--- config.mk ---
export PLATFORM = sky130hd
export DESIGN_NAME = min_max_volume_normaliser_unit
export DESIGN_NICKNAME = d
export VERILOG_FILES = /design/src/rtl/mmvn_pkg.sv /design/src/rtl/mmvn_scaler.sv /design/src/rtl/min_max_volume_normaliser_unit.sv
export SDC_FILE = /design/constraint.sdc
export NUM_CORES = 1
export LEC_CHECK = 0
export ABC_CLOCK_PERIOD_IN_PS = 3500
export BUFFER_PORTS_ARGS = -buffer_cell sky130_fd_sc_hd__buf_4
export CORE_MARGIN = 5
export CORE_UTILIZATION = 37
export CTS_BUF_LIST = sky130_fd_sc_hd__clkbuf_4 sky130_fd_sc_hd__clkbuf_8
export DETAILED_ROUTE_END_ITERATION = 7
export HOLD_SLACK_MARGIN = 0.02
export PLACE_DENSITY_LB_ADDON = 0.08
export SLEW_MARGIN = 20
export SYNTH_ARGS = -nofsm -noshare
export SYNTH_HDL_FRONTEND = slang
export SYNTH_SLANG_ARGS = --single-unit
--- constraint.sdc ---
create_clock -name clock -period 3.5 [get_ports clock]
set_input_delay 0.7 -clock clock [delete_from_list [all_inputs] [get_ports clock]]
set_output_delay 0.7 -clock clock [all_outputs]
set_load 0.05 [all_outputs]
--- src/rtl/mmvn_pkg.sv ---
// Shared types and constants for the min-max volume normaliser.
// Used by mmvn_scaler and min_max_volume_normaliser_unit; depends on nothing.
package mmvn_pkg;

   localparam int SampleWidth = 32;
   localparam int ScaleWidth  = 16;

   // Shift-add multiply runs one full-scale bit per step; the divide needs one extra
   // quotient bit so that the result can be rounded to nearest.
   localparam int MulSteps   = ScaleWidth;
   localparam int DivSteps   = ScaleWidth + 1;
   localparam int CountWidth = $clog2(DivSteps);

   localparam logic [ScaleWidth-1:0] FullScaleReset = ScaleWidth'(4000);

   typedef enum logic [1:0] {
      REQ_RESTART = 2'd0,
      REQ_SCAN    = 2'd1,
      REQ_SCALE   = 2'd2
   } req_code_type;

   typedef enum logic [2:0] {
      SCL_IDLE,
      SCL_MUL,
      SCL_DIV,
      SCL_ROUND,
      SCL_HOLD
   } scl_state_type;

   typedef struct packed {
      logic                   start;
      logic                   bypass;
      logic                   bypass_degenerate;
      logic [ScaleWidth-1:0]  bypass_scaled;
      logic [SampleWidth-1:0] diff;
      logic [SampleWidth-1:0] den;
      logic [ScaleWidth-1:0]  full_scale;
   } scl_cmd_type;

   typedef struct packed {
      logic busy;
      logic done;
   } scl_status_type;

endpackage

--- src/rtl/mmvn_scaler.sv ---
// Bit-serial scaler: shift-add multiply, restoring divide and round to nearest.
// Depends on mmvn_pkg.
module mmvn_scaler
   import mmvn_pkg::*;
(
   input  logic                  clock,
   input  logic                  reset,
   input  scl_cmd_type           cmd,
   input  logic                  take,
   output scl_status_type        status,
   output logic [ScaleWidth-1:0] res_scaled,
   output logic                  res_degenerate
);

   scl_state_type state_ff, state_in;

   logic [CountWidth-1:0]  count_ff, count_in;
   logic [SampleWidth-1:0] mcand_ff, mcand_in;
   logic [SampleWidth-1:0] den_ff, den_in;
   logic [SampleWidth-1:0] hi_ff, hi_in;
   logic [ScaleWidth-1:0]  lo_ff, lo_in;
   logic [ScaleWidth:0]    quot_ff, quot_in;
   logic [ScaleWidth-1:0]  scaled_ff, scaled_in;
   logic                   degen_ff, degen_in;

   logic [SampleWidth:0]   mul_sum;
   logic [SampleWidth:0]   trial;
   logic [SampleWidth:0]   trial_diff;
   logic                   trial_ge;
   logic [ScaleWidth+1:0]  rounded;

   always_comb begin
      state_in = state_ff;
      case (state_ff)
         SCL_IDLE: begin
            if (cmd.start) begin
               state_in = cmd.bypass ? SCL_HOLD : SCL_MUL;
            end
         end
         SCL_MUL: begin
            if (count_ff == CountWidth'(MulSteps - 1)) begin
               state_in = SCL_DIV;
            end
         end
         SCL_DIV: begin
            if (count_ff == CountWidth'(DivSteps - 1)) begin
               state_in = SCL_ROUND;
            end
         end
         SCL_ROUND: begin
            state_in = SCL_HOLD;
         end
         SCL_HOLD: begin
            if (take) begin
               state_in = SCL_IDLE;
            end
         end
         default: begin
            state_in = SCL_IDLE;
         end
      endcase
   end

   // One multiplier bit per step: add the multiplicand on a set bit, then shift right.
   assign mul_sum = {1'b0, hi_ff} + (lo_ff[0] ? {1'b0, mcand_ff} : '0);

   // One quotient bit per step: bring down the next dividend bit and trial-subtract.
   assign trial      = {hi_ff, quot_ff[ScaleWidth]};
   assign trial_diff = trial - {1'b0, den_ff};
   assign trial_ge   = (trial >= {1'b0, den_ff});

   // quot_ff holds floor(2*num/den); adding one and halving rounds half up.
   assign rounded = ({1'b0, quot_ff} + (ScaleWidth+2)'(1)) >> 1;

   always_comb begin
      count_in  = count_ff;
      mcand_in  = mcand_ff;
      den_in    = den_ff;
      hi_in     = hi_ff;
      lo_in     = lo_ff;
      quot_in   = quot_ff;
      scaled_in = scaled_ff;
      degen_in  = degen_ff;
      case (state_ff)
         SCL_IDLE: begin
            count_in  = '0;
            mcand_in  = cmd.diff;
            den_in    = cmd.den;
            hi_in     = '0;
            lo_in     = cmd.full_scale;
            scaled_in = cmd.bypass_scaled;
            degen_in  = cmd.bypass_degenerate;
         end
         SCL_MUL: begin
            hi_in = mul_sum[SampleWidth:1];
            lo_in = {mul_sum[0], lo_ff[ScaleWidth-1:1]};
            if (count_ff == CountWidth'(MulSteps - 1)) begin
               count_in = '0;
               // The dividend is twice the product: its low bits enter below the remainder.
               quot_in  = {lo_in, 1'b0};
            end else begin
               count_in = count_ff + CountWidth'(1);
            end
         end
         SCL_DIV: begin
            hi_in    = trial_ge ? trial_diff[SampleWidth-1:0] : trial[SampleWidth-1:0];
            quot_in  = {quot_ff[ScaleWidth-1:0], trial_ge};
            if (count_ff == CountWidth'(DivSteps - 1)) begin
               count_in = '0;
            end else begin
               count_in = count_ff + CountWidth'(1);
            end
         end
         SCL_ROUND: begin
            scaled_in = rounded[ScaleWidth-1:0];
            degen_in  = 1'b0;
         end
         SCL_HOLD: begin
            count_in = '0;
         end
         default: begin
            count_in = '0;
         end
      endcase
   end

   always_ff @(posedge clock) begin
      if (reset) begin
         state_ff <= SCL_IDLE;
         count_ff <= '0;
      end else begin
         state_ff <= state_in;
         count_ff <= count_in;
      end
   end

   always_ff @(posedge clock) begin
      mcand_ff  <= mcand_in;
      den_ff    <= den_in;
      hi_ff     <= hi_in;
      lo_ff     <= lo_in;
      quot_ff   <= quot_in;
      scaled_ff <= scaled_in;
      degen_ff  <= degen_in;
   end

   assign status.busy    = (state_ff != SCL_IDLE);
   assign status.done    = (state_ff == SCL_HOLD);
   assign res_scaled     = scaled_ff;
   assign res_degenerate = degen_ff;

   // The partial remainder always stays below the divisor while dividing.
   a_rem_below_den : assert property (@(posedge clock) disable iff (reset)
      (state_ff == SCL_DIV) |-> (hi_ff < den_ff))
      else $error("scaler remainder not below divisor");

   // The step counter never runs past the longer of the two phases.
   a_count_range : assert property (@(posedge clock) disable iff (reset)
      (count_ff <= CountWidth'(DivSteps - 1)))
      else $error("scaler step counter out of range");

endmodule

--- src/rtl/min_max_volume_normaliser_unit.sv ---
// Top level of the min-max volume normaliser: statistics, request and response channels.
// Depends on mmvn_pkg and mmvn_scaler.
//
// The host opens a volume with a restart transaction, streams every Q16.16 sample as a
// scan transaction so the block can track the minimum and maximum, and then streams the
// samples again as scale transactions; each scale transaction returns one response with
// round(full_scale * (sample - min) / (max - min)), rounded half up and held to
// 0..full_scale, or 0 with the degenerate flag when max equals min. Restart, scan and
// ignored codes complete in the cycle they are accepted and produce no response. A scale
// transaction whose sample lies inside the open range passes, after its acceptance, through
// a bit-serial shift-add multiply by full_scale, a restoring divide that produces one
// quotient bit a cycle, a rounding step and a hand-off of the result to the output register,
// before the next transaction can be accepted. Samples at or beyond the limits, and
// degenerate ranges, skip the arithmetic and go straight to the hand-off. The multiply-divide
// unit is the only slow element, so one scale transaction is in flight at a time; the
// response register lets the next transaction in while the previous response waits.
// full_scale is to be written only while the block is idle; the block does not enforce this.
module min_max_volume_normaliser_unit
   import mmvn_pkg::*;
(
   input  logic                          clock,
   input  logic                          reset,

   input  logic                          req_valid,
   output logic                          req_ready,
   input  logic [1:0]                    req_type,
   input  logic signed [SampleWidth-1:0] req_sample,

   output logic                          rsp_valid,
   input  logic                          rsp_ready,
   output logic [ScaleWidth-1:0]         rsp_scaled,
   output logic                          rsp_degenerate,

   input  logic                          csr_wr_en,
   input  logic [ScaleWidth-1:0]         csr_wr_data
);

   logic [ScaleWidth-1:0]         full_scale_ff;
   logic signed [SampleWidth-1:0] min_ff, min_in;
   logic signed [SampleWidth-1:0] max_ff, max_in;
   logic                          seen_any_ff, seen_any_in;

   logic                          rsp_valid_ff, rsp_valid_in;
   logic [ScaleWidth-1:0]         rsp_scaled_ff, rsp_scaled_in;
   logic                          rsp_degen_ff, rsp_degen_in;

   logic                          req_fire;
   logic                          range_degenerate;
   logic                          at_or_below_min;
   logic                          at_or_above_max;
   logic                          out_load;

   scl_cmd_type                   scl_cmd;
   scl_status_type                scl_status;
   logic [ScaleWidth-1:0]         scl_scaled;
   logic                          scl_degenerate;

   // Only one scale transaction can be in the scaler at a time; restart, scan and
   // ignored codes complete in the cycle they are accepted.
   assign req_ready = !scl_status.busy;
   assign req_fire  = req_valid && req_ready;

   assign range_degenerate = (max_ff == min_ff);
   assign at_or_below_min  = (req_sample <= min_ff);
   assign at_or_above_max  = (req_sample >= max_ff);

   // Statistics update. A code outside the defined set leaves everything unchanged.
   always_comb begin
      min_in      = min_ff;
      max_in      = max_ff;
      seen_any_in = seen_any_ff;
      if (req_fire) begin
         case (req_type)
            REQ_RESTART: begin
               min_in      = '0;
               max_in      = '0;
               seen_any_in = 1'b0;
            end
            REQ_SCAN: begin
               seen_any_in = 1'b1;
               if (!seen_any_ff) begin
                  min_in = req_sample;
                  max_in = req_sample;
               end else begin
                  if (req_sample > max_ff) begin
                     max_in = req_sample;
                  end
                  if (req_sample < min_ff) begin
                     min_in = req_sample;
                  end
               end
            end
            default: begin
            end
         endcase
      end
   end

   // A scale transaction goes to the scaler. When the answer is already known
   // (degenerate range, or the sample sits at or past a limit) the scaler only
   // carries it through its result register.
   always_comb begin
      scl_cmd.start             = req_fire && (req_type == REQ_SCALE);
      scl_cmd.bypass            = range_degenerate || at_or_below_min || at_or_above_max;
      scl_cmd.bypass_degenerate = range_degenerate;
      scl_cmd.bypass_scaled     = (!range_degenerate && !at_or_below_min) ?
                                  full_scale_ff : '0;
      scl_cmd.diff              = req_sample - min_ff;
      scl_cmd.den               = max_ff - min_ff;
      scl_cmd.full_scale        = full_scale_ff;
   end

   mmvn_scaler u_scaler (
      .clock          (clock),
      .reset          (reset),
      .cmd            (scl_cmd),
      .take           (out_load),
      .status         (scl_status),
      .res_scaled     (scl_scaled),
      .res_degenerate (scl_degenerate)
   );

   // Response register: it loads a finished scaler result when it is empty or being emptied this cycle.
   assign out_load = scl_status.done && (!rsp_valid_ff || rsp_ready);

   always_comb begin
      rsp_valid_in  = rsp_valid_ff;
      rsp_scaled_in = rsp_scaled_ff;
      rsp_degen_in  = rsp_degen_ff;
      if (out_load) begin
         rsp_valid_in  = 1'b1;
         rsp_scaled_in = scl_scaled;
         rsp_degen_in  = scl_degenerate;
      end else if (rsp_ready) begin
         rsp_valid_in  = 1'b0;
      end
   end

   always_ff @(posedge clock) begin
      if (reset) begin
         full_scale_ff <= FullScaleReset;
         min_ff        <= '0;
         max_ff        <= '0;
         seen_any_ff   <= 1'b0;
         rsp_valid_ff  <= 1'b0;
      end else begin
         if (csr_wr_en) begin
            full_scale_ff <= csr_wr_data;
         end
         min_ff       <= min_in;
         max_ff       <= max_in;
         seen_any_ff  <= seen_any_in;
         rsp_valid_ff <= rsp_valid_in;
      end
   end

   always_ff @(posedge clock) begin
      rsp_scaled_ff <= rsp_scaled_in;
      rsp_degen_ff  <= rsp_degen_in;
   end

   assign rsp_valid      = rsp_valid_ff;
   assign rsp_scaled     = rsp_scaled_ff;
   assign rsp_degenerate = rsp_degen_ff;

   // Once a sample has been scanned the tracked range is never inverted.
   a_range_ordered : assert property (@(posedge clock) disable iff (reset)
      seen_any_ff |-> (min_ff <= max_ff))
      else $error("tracked minimum above maximum");

   // With nothing scanned both limits sit at zero.
   a_empty_stats : assert property (@(posedge clock) disable iff (reset)
      !seen_any_ff |-> ((min_ff == '0) && (max_ff == '0)))
      else $error("statistics not cleared");

   // A degenerate response always carries a zero value.
   a_degen_zero : assert property (@(posedge clock) disable iff (reset)
      (rsp_valid_ff && rsp_degen_ff) |-> (rsp_scaled_ff == '0))
      else $error("degenerate response with nonzero value");

   // A regular response never exceeds the programmed full scale.
   a_within_scale : assert property (@(posedge clock) disable iff (reset)
      (rsp_valid_ff && !rsp_degen_ff) |-> (rsp_scaled_ff <= full_scale_ff))
      else $error("response above full scale");

endmodule
Word-level counts from Yosys, hierarchy flattened. Cells that the tools add are included.

Register bits: 253. Output and inout port bits: 19. Logic and storage cells: 94.

Add/sub/neg operators: 6. Order comparisons: 5. Equality and inequality tests: 15. Mux-type cells: 27. Reductions and logical operators: 25.

Operators by type and width (count): $mux 32 (6); $pmux 32 s2 (2); $pmux 32 s3 (1); $sub 32x32->32 (3); $pmux 16 s2 (2); $pmux 17 s2 (1); $add 32x32->33 (1); $ge 33x32->1 (1); $eq 32x32->1 (1); $ge 32x32->1 (1); $gt 32x32->1 (1); $le 32x32->1 (1); $lt 32x32->1 (1); $add 17x1->17 const B (1); $mux 17 (1); $mux 16 (1); $mux 3 (5); $pmux 3 s5 (1); $pmux 5 s3 (1); $mux 5 (2); $reduce_bool 2->1 (5); $eq 3x2->1 const B (2); $ne 3x3->1 const B (2); $reduce_and 3->1 (2); other kinds (19) (33).

Logic depth before layout (Yosys ltp).
Depth in word-level cells: 6. Gate-level depth with buffers: 15. Gate-level depth less buffers: 14.

Cells and area by module. From an unflattened synthesis, not the netlist that was laid out.

Cell total of the unflattened synthesis: 1911. Area, all modules: 17737.0 um^2.

By module, submodules not included: mmvn_scaler (instances 1, cells each 979, area an instance 9794.4 um^2); min_max_volume_normaliser_unit (instances 1, cells each 932, area an instance 7942.6 um^2).

Worst setup path before layout. No wires, ideal clock.

Path type: input to register. Start point: in req_sample[0]. End point: reg u_scaler.mcand_ff[30], data pin. Arrival: 3.084 ns. Path slack: 0.156 ns. Cell stages on the path: 13. Path buffers: 0. Path through: inv_1 -> ha_1 -> fa_1 -> nand2b_1 -> a21oi_1 -> nor3_1 -> o31ai_2 -> a211o_1 -> a211oi_1 -> or3_1 -> o2111ai_1 -> a21oi_1 -> xnor2_1.

RTL lines: start, declared (line min_max_volume_normaliser_unit.sv:27) `input logic signed [SampleWidth-1:0] req_sample,`; end signal, assigned (line mmvn_scaler.sv:138) `mcand_ff <= mcand_in;`; end, declared (line mmvn_scaler.sv:18) `logic [SampleWidth-1:0] mcand_ff, mcand_in;`.

Worst setup path in the final report.
Start point: reg u_scaler.hi_ff[3]. End point: reg u_scaler.hi_ff[2], data pin.

Word-level cells in the longest chain between the ends: 3. Elaborated cells between the ends (all ways): 4.

Ends and longest elaborated chain: start, declared (line mmvn_scaler.sv:20) `logic [SampleWidth-1:0] hi_ff, hi_in;`; start signal, assigned (line mmvn_scaler.sv:140) `hi_ff <= hi_in;`; $ge 33x32->1 (line mmvn_scaler.sv:70) `assign trial_ge = (trial >= {1'b0, den_ff});`; $mux 32 (line mmvn_scaler.sv:106) `hi_in = trial_ge ? trial_diff[SampleWidth-1:0] : trial[SampleWidth-1:0];`; $pmux 32 s3 (*) (line mmvn_scaler.sv:84) `case (state_ff)`; net u_scaler.hi_in[2] (line mmvn_scaler.sv:20).

The timed path passes the listed nets; every way through them passes the cells marked *. A chain may end at the register's enable or synchronous reset.

==> results by group <==
Route
  • Pre-antenna DRT Iters: 8
  • Vias: 14,100
  • Avg WL per Cell: 17.8 µm
  • # DRC: 1
  • Post-route ant nets: 0
  • Iteration-0 DRC count of the detailed router: 829
  • Routed wire length: 47,900 µm
  • Vias per cell: 5.26

Finish
  • Multi-input gate area: 9900 µm²
  • Most common cell after layout, fill and taps aside: nand2_1
  • Antenna cells: 0
  • Fillers: 4,563
  • Sequential Area: 6700 µm²
  • Fin cells: 2,684
  • Final Cell Area: 20,400 µm²
  • Commonest non-fill, non-tap cells in the layout: nand2_1, edfxtp_1, buf_4
  • Syn-to-layout area delta: 17.8%
  • Share of cells above drive strength 1: 15.0%
  • Nets: 2,260

STA
  • Setup ws final: 146 ps
  • RSZ-0062 raised after global routing: true
  • Worst slew margin: 39.4%
  • Clk_skew: 30.1 ps
  • Slew @ Worst Pin: 909 ps
  • Crit path time final: 3350 ps
  • Hold Vio Cnt, Final: 0
  • Fmax: 298 MHz
  • Fin Hold WS: 285 ps
  • Pins Over Slew Limit: 0
  • Post-route clock period utilization: 95.8%
  • Setup violators final: 0
  • Setup_tns: 0 ps

Clock network
  • CTS Buffer Depth: 3
  • H-tree depth: 2
  • CTS tree: built
  • Clk sinks: 253
  • CTS buffer count: 48
  • Worst-path clk slew: 50 ps
  • Clock Latency Late Sink: 630 ps
  • Post-cts hold buffer count: 0
  • Root Driver: clkbuf_8

Synthesis
  • Post-synth EDFFs: 163
  • Ys Warns: 0
  • Dominant synthesized flop cell: edfxtp_1
  • Post-synthesis compound-gate area fraction: 19.9%
  • Synth Area in Simple Gates: 16.7%
  • Yosys top cell by area: edfxtp_1
  • Post-synthesis adder-cell area fraction: 12.3%
  • Largest cells by area after synthesis: edfxtp_1, ha_1, dfxtp_1
  • Syn_area_per_cell: 9.14 µm²
  • Largest family of logic cells by synthesized area: compound AO/OA/AOI/OAI gates
  • Yosys cell types: 85
  • Syn nets: 2,115
  • Yosys reg bits: 253
  • Fraction of registers with async set/reset: 0%
  • Synth top area share: 28.3%
  • Mux contribution to synthesized area: 0.934%
  • Fraction of synthesized cell area in xor and xnor cells: 6.28%
  • Sequential share of the synthesized area: 38.7%
  • Mapped Cells: 1,892
  • Synthesized area: 17,300 µm²

Setup path
  • CP max stage cell: edfxtp_1
  • Critical path arrival: 3680 ps
  • Setup Crit Path Kind: flop to flop
  • Max incr delay on CP: 460 ps
  • Reg2Reg Launch Point: u_scaler.hi_ff[3]$_DFFE_PP_
  • WP data required: 3830 ps
  • CP endpoint kind: flop
  • CP max FO: 55
  • CP Launch Type: flop
  • Crit path launch: u_scaler.hi_ff[3]$_DFFE_PP_
  • Crit-path cells: ha_1, nand2_1, nor2_1, a211oi_4, a2111oi_4, o31ai_4, a21oi_2, a31oi_4, buf_12, nor2_1, a21oi_1, o32ai_1
  • CP most frequent cell: nor2_1
  • R2R cell count: 12

Worst hold path
  • Worst hold stages: 2
  • Class of the worst hold path: input port to flop
  • HP Start: csr_wr_data[9]

Run
  • Maxcap violations: 0

Placement
  • Worst slack, placed: -203 ps
  • Placed Area: 19,100 µm²
  • Buffers on Ports: 73
  • Hpwl dp: 36,400 µm
  • DP Cell Count: 2,592
  • Placer Congestion: 0.855

Floorplan
  • I/O Pins: 74
  • Initial core utilization: 37.3%
  • DIE WIDTH: 226 µm
  • Core Footprint: 46,400 µm²
  • Die Y: 226 µm
  • Die area: 51,200 µm²
  • Row cnt: 79

Outcome
  • Failing checks: DRC
  • Status: finished, violations left

Power
  • P_leak: 8.47 nW
  • Power Density: 556 nW/µm²
  • Psw: 0.00398 W
  • Register share of total power: 35.1%
  • Clock share of power: 29.7%
  • Combinational share of power: 35.2%
  • Sw frac: 35.1%
  • Internal power: 0.00735 W
  • Max VDD drop: 0.000302 V

Global routing
  • Total global-route track usage: 18.4%
  • Vias in the first global route: 13,900
  • First-pass GRT wire length: 75,600 µm
  • Initial antenna violation count: 0
  • Grt ovf: 0
  • Largest net degree at the start of global routing: 65
[power groups by stage]
stage	Clock [W]	Combinational [W]	Sequential, W
global placement	0	0.00390	0.00403
CTS	0.00350	0.00393	0.00398
detailed placement	0	0.00390	0.00404
finish	0.00337	0.00399	0.00398
global route	0.00362	0.00440	0.00403
floorplan	0	0.00269	0.00400
[path summary, 6_finish.rpt]
| check | end | slack [ps] |
|---|---|---|
| min reg2reg | rsp_scaled[0]$_DFFE_PP_ | 420 |
| max | u_scaler.hi_ff[2]$_DFFE_PP_ | 150 |
| max reg2reg | u_scaler.hi_ff[2]$_DFFE_PP_ | 150 |
| min | full_scale_ff[9]$_SDFFE_PP1P_ | 290 |
[per-stage QoR]
stage / power [W] / util, %
after global placement: 0.00793 / 41.2
after CTS: 0.0114 / 43.7
final: 0.0113 / 44.0
after global routing: 0.0120 / 44.0
after floorplan: 0.00669 / -
after detailed placement: 0.00794 / 41.2
[metal layers]
layer | part of all wire (%) | GRT usage [%] | routed length (µm)
met3 | 4.2 | 2.82 | 2010
met2 | 44 | 28.7 | 21200
met5 | 0 | 0 | 0
met1 | 48 | 26.1 | 23200
met4 | 3.3 | 6.58 | 1570
[cells in the mapped netlist (11+ instances only)]
cell / number
mux2i_1: 15
a21o_1: 52
nand3_1: 73
nand2_1: 218
nand2b_1: 15
edfxtp_1: 163
clkbuf_1: 59
nand3b_1: 36
o21ai_0: 91
o22ai_1: 40
nor3_1: 18
xor2_1: 50
nor2_1: 114
dfxtp_1: 90
xnor2_1: 74
a31oi_1: 15
o21a_1: 12
and3_1: 13
and2_1: 34
a211o_1: 11
nand4_1: 22
nor2b_1: 22
o21bai_1: 13
a21oi_1: 142
inv_1: 146
ha_1: 164
o32ai_1: 34
[kinds of logic (layout without fill, tap and decap cells)]
group | after synthesis | after routing
compound gates | 512 | 512
xor+xnor | 124 | 124
fa+ha+maj | 168 | 168
buf+inv | 221 | 406
flops | 253 | 253
mux | 16 | 16
simple gates | 598 | 598
[sequential cells by signal, indices dropped and copies added, names as in the netlist]
signal	count
u_scaler.quot_ff	17
max_ff	32
u_scaler.res_degenerate	1
rsp_valid	1
seen_any_ff	1
u_scaler.lo_ff	16
u_scaler.res_scaled	16
min_ff	32
u_scaler.state_ff	3
full_scale_ff	16
u_scaler.mcand_ff	32
rsp_degenerate	1
rsp_scaled	16
u_scaler.count_ff	5
u_scaler.hi_ff	32
u_scaler.den_ff	32
[final cells by class]
type	instances	area share (%)
Multi-Input combinational cell	1418	48.6
Sequential cell	253	32.9
Timing Repair Buffer	170	6.67
Clock buffer	63	4.01
Tap cell	607	3.73
Inverter	146	2.69
Clock inverter	27	1.44
[worst max-delay path: cells and delay by family, from the launching register on]
kind                     cells  cell delay [ps]
AO/OA/AOI/OAI                7             1490
adder cells (fa/ha/maj)      1              400
flip-flops                   1              460
buffers and inverters        1              250
AND/OR/NAND/NOR              3              400
[what timing repair did]
item                       in CTS  in global routing
cloned                          0                  0
pin swaps                       2                 10
buffers inserted                0                  2
setup endpoints to repair       4                 12
gates resized for setup         5                 23
(Power assumes the default switching activity.)
